### config.mk
export PLATFORM = sky130hd
export DESIGN_NAME = ppp_div
export DESIGN_NICKNAME = d
export VERILOG_FILES = /design/src/hw/rtl/ppp_pkg.sv /design/src/hw/rtl/ppp_div.sv
export SDC_FILE = /design/constraint.sdc
export NUM_CORES = 2
export LEC_CHECK = 0
export BUFFER_PORTS_ARGS = -buffer_cell sky130_fd_sc_hd__buf_4
export CAP_MARGIN = 0
export CORE_MARGIN = 5
export CORE_UTILIZATION = 35
export DETAILED_ROUTE_END_ITERATION = 7
export PLACE_DENSITY = 0.52
export SETUP_SLACK_MARGIN = 0.3
export SYNTH_ARGS = -nofsm -noshare
export SYNTH_HDL_FRONTEND = slang
export SYNTH_SLANG_ARGS = --single-unit
### constraint.sdc
create_clock -name clk -period 8.8 [get_ports clk]
set_clock_uncertainty 0.15 [all_clocks]
set_input_delay 1.76 -clock clk [delete_from_list [all_inputs] [get_ports clk]]
set_output_delay 1.76 -clock clk [all_outputs]
set_load 0.005 [all_outputs]
### src/hw/rtl/ppp_pkg.sv
// Shared constants, widths and types of the pinhole point projector.
package ppp_pkg;

    // Image size in pixels; the frame test bounds and the image center follow.
    localparam int IMAGE_COLS = 1920;
    localparam int IMAGE_ROWS = 1080;

    // Datapath widths
    localparam int FW = 16;           // field and register width
    localparam int DW17 = FW + 1;     // point minus camera offset
    localparam int PW = 2 * FW + 1;   // rotation product
    localparam int ZW = PW + 1;       // rotated coordinate scaled by 2^14
    localparam int NW = 51;           // focal times rotated coordinate
    localparam int MW = NW;           // rounded dividend magnitude
    localparam int DVW = ZW + 4;      // divisor, depth times 16
    localparam int QB = 17;           // quotient bits resolved by the divider
    localparam int CW = DVW + QB;     // trial subtraction width
    localparam int SW = QB + 2;       // signed pixel sum before saturation

    localparam int PRE_STAGES = 5;
    localparam int NUM_STAGES = PRE_STAGES + QB + 1;

    localparam logic [FW-1:0] ROT_COS_RST = 16'h0000;
    localparam logic [FW-1:0] ROT_SIN_RST = 16'hC000;
    localparam logic [FW-1:0] CAM_POS_RST = 16'h0000;
    localparam logic [FW-1:0] FOCAL_RST   = 16'd28197;

    typedef enum logic [2:0] {
        REG_ROT_COS   = 3'd0,
        REG_ROT_SIN   = 3'd1,
        REG_CAM_POS_X = 3'd2,
        REG_CAM_POS_Y = 3'd3,
        REG_CAM_POS_Z = 3'd4,
        REG_FOCAL_U   = 3'd5,
        REG_FOCAL_V   = 3'd6
    } cfg_reg_t;

    // Flags that ride along with a quotient through the divider
    typedef struct packed {
        logic neg;
        logic ovf;
        logic behind;
    } ppp_side_t;

endpackage

### src/hw/rtl/ppp_div.sv
// Pipelined restoring divider: one quotient bit per stage, stall per stage.
module ppp_div (
    input  logic                        clk,
    input  logic [ppp_pkg::QB-1:0]      en,
    input  logic [ppp_pkg::MW-1:0]      dividend,
    input  logic [ppp_pkg::DVW-1:0]     divisor,
    input  ppp_pkg::ppp_side_t          side_in,
    output logic [ppp_pkg::QB-1:0]      quotient,
    output ppp_pkg::ppp_side_t          side_out
);

    logic [ppp_pkg::MW-1:0]  rem_reg  [ppp_pkg::QB];
    logic [ppp_pkg::DVW-1:0] dvs_reg  [ppp_pkg::QB];
    logic [ppp_pkg::QB-1:0]  q_reg    [ppp_pkg::QB];
    ppp_pkg::ppp_side_t      side_reg [ppp_pkg::QB];

    for (genvar i = 0; i < ppp_pkg::QB; i++) begin : g_stage
        localparam int SH = ppp_pkg::QB - 1 - i;
        logic [ppp_pkg::MW-1:0]  rem_in;
        logic [ppp_pkg::DVW-1:0] dvs_in;
        logic [ppp_pkg::QB-1:0]  q_in;
        ppp_pkg::ppp_side_t      side_i;
        logic [ppp_pkg::CW-1:0]  trial;
        logic                    take;
        logic [ppp_pkg::MW-1:0]  rem_next;
        logic [ppp_pkg::QB-1:0]  q_next;

        if (i == 0) begin : g_first
            assign rem_in = dividend;
            assign dvs_in = divisor;
            assign q_in   = '0;
            assign side_i = side_in;
        end else begin : g_rest
            assign rem_in = rem_reg[i-1];
            assign dvs_in = dvs_reg[i-1];
            assign q_in   = q_reg[i-1];
            assign side_i = side_reg[i-1];
        end

        // Subtract the shifted divisor; keep the remainder when it goes negative
        assign trial = {{(ppp_pkg::CW - ppp_pkg::MW){1'b0}}, rem_in}
                     - ({{ppp_pkg::QB{1'b0}}, dvs_in} << SH);
        assign take     = !trial[ppp_pkg::CW-1];
        assign rem_next = take ? trial[ppp_pkg::MW-1:0] : rem_in;
        assign q_next   = q_in | ({{(ppp_pkg::QB-1){1'b0}}, take} << SH);

        always_ff @(posedge clk)
        begin
            if (en[i])
            begin
                rem_reg[i]  <= rem_next;
                dvs_reg[i]  <= dvs_in;
                q_reg[i]    <= q_next;
                side_reg[i] <= side_i;
            end
        end
    end

    assign quotient = q_reg[ppp_pkg::QB-1];
    assign side_out = side_reg[ppp_pkg::QB-1];

endmodule
Word level (Yosys, flattened, before mapping)
Memory sizes are Yosys's and may differ from the RTL's.
Cells that the tools add are included.
{ "word_totals": {"ff_bits": 0, "latch_bits": 0, "ramBits": 1853, "rom_bits": 0, "input_bits": 110, "output_inout_bits": 20, "memories": 4} }
{ "memory_table": {"columns": ["memory", "depth", "width", "rd", "rd_ports_with_merged_regs", "wr", "line", "rtl"], "rows": [
  ["rem_reg", 17, 51, 16, 0, 17, "ppp_div.sv:12", "logic [ppp_pkg::MW-1:0] rem_reg [ppp_pkg::QB];"],
  ["dvs_reg", 17, 38, 16, 0, 17, "ppp_div.sv:13", "logic [ppp_pkg::DVW-1:0] dvs_reg [ppp_pkg::QB];"],
  ["q_reg", 17, 17, 17, 0, 17, "ppp_div.sv:14", "logic [ppp_pkg::QB-1:0] q_reg [ppp_pkg::QB];"],
  ["side_reg", 17, 3, 17, 0, 17, "ppp_div.sv:15", "ppp_pkg::ppp_side_t side_reg [ppp_pkg::QB];"]
]} }
{ "classes": {"addsub": 17, "n_mul": 0, "div": 0, "order_cmp": 0, "n_eq_ne": 0, "shift": 0, "n_mux": 51, "n_bitwise": 16, "reduce_logical": 17} }
{ "op_table": {"columns": ["operator", "n"], "rows": [
  ["$mux W51", 17],
  ["$sub A51 B54 Y55", 1],
  ["$sub A51 B53 Y54", 1],
  ["$sub A51 B52 Y53", 1],
  ["$sub A51 B38 Y52", 1],
  ["$sub A51 B39 Y52", 1],
  ["$sub A51 B40 Y52", 1],
  ["$sub A51 B41 Y52", 1],
  ["$sub A51 B42 Y52", 1],
  ["$sub A51 B43 Y52", 1],
  ["$sub A51 B44 Y52", 1],
  ["$sub A51 B45 Y52", 1],
  ["$sub A51 B46 Y52", 1],
  ["$sub A51 B47 Y52", 1],
  ["$sub A51 B48 Y52", 1],
  ["$sub A51 B49 Y52", 1],
  ["$sub A51 B50 Y52", 1],
  ["$sub A51 B51 Y52", 1],
  ["$mux W1", 34],
  ["$logic_not A1 Y1", 17],
  ["$or A17 B1 Y17", 1],
  ["$or A17 B10 Y17", 1],
  ["$or A17 B11 Y17", 1],
  ["$or A17 B12 Y17", 1],
  ["other kinds (12)", 12]
]} }

Depth between registers and ports, before layout
An unclocked memory read counts as a cell.
{ "logic_depth": {"depth_word": 4, "depth_mapped": 17, "mapped_depth_nobuf": 15} }

Worst setup path before layout
No wires, ideal clock.
{ "synth_path": {"path_type": "input to register", "from": "in dividend[16] (netlist name)", "to": "mem rem_reg[0][36] (netlist name), data pin", "setup_ns": 0.254, "arrival_ns": 4.546, "setup_slack_ns": 3.850, "stages": 16, "n_path_buf": 1, "cell_sequence": "inv_1 > ha_1 > inv_1 > fa_1 > a21o_1 > a21oi_1 > o21bai_1 > a21oi_1 > o211ai_1 > a31oi_1 > a211oi_1 > a211o_1 > o2111ai_1 > clkbuf_1 > a21oi_1 > a21o_1"} }
{ "synth_lines": {"columns": ["item", "line", "rtl"], "rows": [
  ["start, declared", "ppp_div.sv:5", "input logic [ppp_pkg::MW-1:0] dividend,"],
  ["end, declared", "ppp_div.sv:12", null]
]} }

==> flow_summary.yaml <==
timing:
  fin_crit_ns: 5.36
  fmax_ghz: 0.186
  worst_slew_margin_rel_pct: 27.1
  fin_crit_sh_pct: 61.0
  setup_tns_ns: 0
  report.final.slew_viol_count: 0
  setup_viol: 0
  rsz0062_at_grt: "false"
  hold_viol_final: 0
  worstMarginPinSlew_ns: 1.07
  hold_slack_ns: 0.253
yosys:
  syn_nets: 9088
  synth_seq_cells: 1628
  synth_top_area_share_pct: 54.0
  netlist_area_um2: 90600
  yosys.area.top_type: "edfxtp_1"
  synth_cell_type_count: 89
  yosysSeqAreaShare_pct: 54.0
  synth_warnings: 0
  synth_top_flop_cell: "edfxtp_1"
  syn_area_per_cell_um2: 10.9
  ys_top_cells_by_area: "edfxtp_1, ha_1, a21oi_1"
  synthArstFlopShare_pct: 0
  netlist_instances: 8323
  synth_edf_count: 1628
power_and_ir_drop:
  powerDensity_nw_per_um2: 320
  peakVddDrop_mv: 0.206
  leakage_nw: 40.8
placement:
  hpwl_um: 168000
  place_congestion: 0.900
  port_buffers: 129
  place_inst: 11653
finish:
  final_nets: 9228
  fill_cells: 24445
  area_delta_synth_final_pct: 12.3
  drive_above_1_share_pct: 6.69
  largest_reg_flops: 816
  stdcell_count: 12014
clock_network:
  cts_buffers: 192
  htreeDepth: 4
  cts_tree: "yes"
  postCtsSetupBuffers: 0
  cts_resized: 0
  clk_path_buf_depth: 3
  clk_pin_slew_worst_paths_ns: 0.06
  root_buffer: "clkbuf_16"
  cts.sinks: 1628
  ctsHoldBuffers: 0
  clk_latency_ns: 0.84
grt:
  grt_usage_pct: 15.6
  gr-total-overflow: 0
  antenna_found_initial: 3
  grt_pass1_wl_um: 339000
  grt_pass1_vias: 63116
  grt_max_degree: 79
job:
  cap_violations: 0
hold_path:
  hold_path.class: "flop to flop"
setup_path:
  path_max_fanout: 75
  worstPathRequired_ns: 9.22
  critPathCaptureType: "flop"
  worstPathArrival_ns: 5.78
  worst-setup-path-type: "flop to flop"
  critPathLaunchType: "flop"
floorplanning:
  die_x_um: 519
  io_pins: 130
  rows: 186
  die-area_um2: 269000
  core_um2: 257000
  start_util_pct: 35.2
  die_y_um: 519
routing:
  viasPerCell: 5.09
  detail-route-antenna-nets: 0
  route.detailed.drc: 0
  wire_per_inst_um: 17.9
  wirelength_um: 215000
  first_pass_iters: 7
  dr.first_iter.drc_count: 3183
  vias: 61174
status:
  status: "finished clean"
## area by class of cell
type                    instances  area, um2  area share (%)
inverters                     808       3030            2.98
repair buffers                174       1310            1.28
clock inverters               128       1400            1.38
well taps                    3384       4230            4.16
diodes                          7       17.5          0.0172
flip-flops and latches       1628      48900            48.1
clock buffers                 226       4930            4.85
multi-input cells            5659      37900            37.3
## routing by layer
| layer | up-vias | share of wire (%) | track usage (%) |
|---|---|---|---|
| met1 | 28797 | 38 | 16.4 |
| met2 | 1209 | 53 | 29.8 |
| met4 | 0 | 5.9 | 8.59 |
| li1 | 30631 | - | - |
| met5 | - | 0 | 0 |
| met3 | 537 | 3.0 | 2.15 |
## report_power, final
group	total [mW]	switching, mW	internal [mW]
clock	7.87	3.25	4.62
sequential	12.1	1.12	10.9
combinational	12.7	7.45	5.21
total	32.6	11.8	20.8
## cell families after synthesis
| group | Yosys count | synth area share (%) |
|---|---|---|
| fa+ha+maj | 655 | 9.18 |
| buf+inv | 1036 | 4.31 |
| xor+xnor | 574 | 5.56 |
| compound gates | 2388 | 16.1 |
| simple gates | 1977 | 10.1 |
| flops | 1628 | 54.0 |
| mux | 65 | 0.796 |
## worst max-delay path, stage by stage (launching register included)
cell	delay, ns
edfxtp_1	0.38
inv_1	0.07
ha_1	0.15
inv_1	0.05
fa_1	0.42
a211oi_1	0.24
nor2_1	0.11
o31ai_1	0.58
o21ai_0	0.25
buf_4	0.21
a211oi_1	0.38
nor2_1	0.22
a211oi_1	0.44
o21ai_0	0.24
o211ai_1	0.14
buf_4	0.56
mux2_2	0.41
## cells in the mapped netlist, drive strengths merged, types with 12 or more instances
library cell,n
edfxtp,1628
inv,806
a21oi,755
nand2,739
o21ai,684
ha,639
nor2,487
a21o,333
xnor2,318
xor2,256
clkbuf,193
nand3,137
nand2b,106
nor3,93
nand4,89
nor2b,85
o21a,81
o21bai,75
a211oi,71
o31ai,63
a31oi,62
mux2,56
and3,54
o211ai,40
or3,38
and2,35
buf,35
nor4,29
a211o,21
a21boi,19
a31o,16
a41oi,16
fa,16
o31a,16
a221oi,15
nor3b,15
or2,15
o22ai,13
a311oi,12
nand3b,12
or4,12
## metrics by stage
stage	cell area [um2]	power, mW	setup WS, ns	util [%]
3_5_place_dp	95400	24.8	2.69	37.1
2_1_floorplan	90600	21.1	3.85	-
4_1_cts	102000	32.9	3.49	39.5
5_1_grt	102000	34.8	3.26	39.6
6_report	102000	32.6	3.44	39.6
3_3_place_gp	95400	24.6	2.64	37.1
## path summary, 6_finish.rpt
check	startpoint	endpoint	slack, ns	cells after the start
max	rem_reg[0][115]	rem_reg[0][167]	3.44	16
min	q_reg[1][11]	q_reg[1][28]	0.25	0
max reg2reg	rem_reg[0][115]	rem_reg[0][167]	3.44	16
min reg2reg	q_reg[1][11]	q_reg[1][28]	0.25	0
## placed cells by master, fill, tap and decap left out, drive strengths merged, types with 93 or more instances in the layout
master and n:
edfxtp 1628, inv 814, a21oi 755, nand2 739, o21ai 684, ha 639, nor2 487, a21o 333
xnor2 318, xor2 256, clkbuf 226, buf 174, nand3 137, nand2b 106, nor3 93
(Power assumes the default switching activity.)
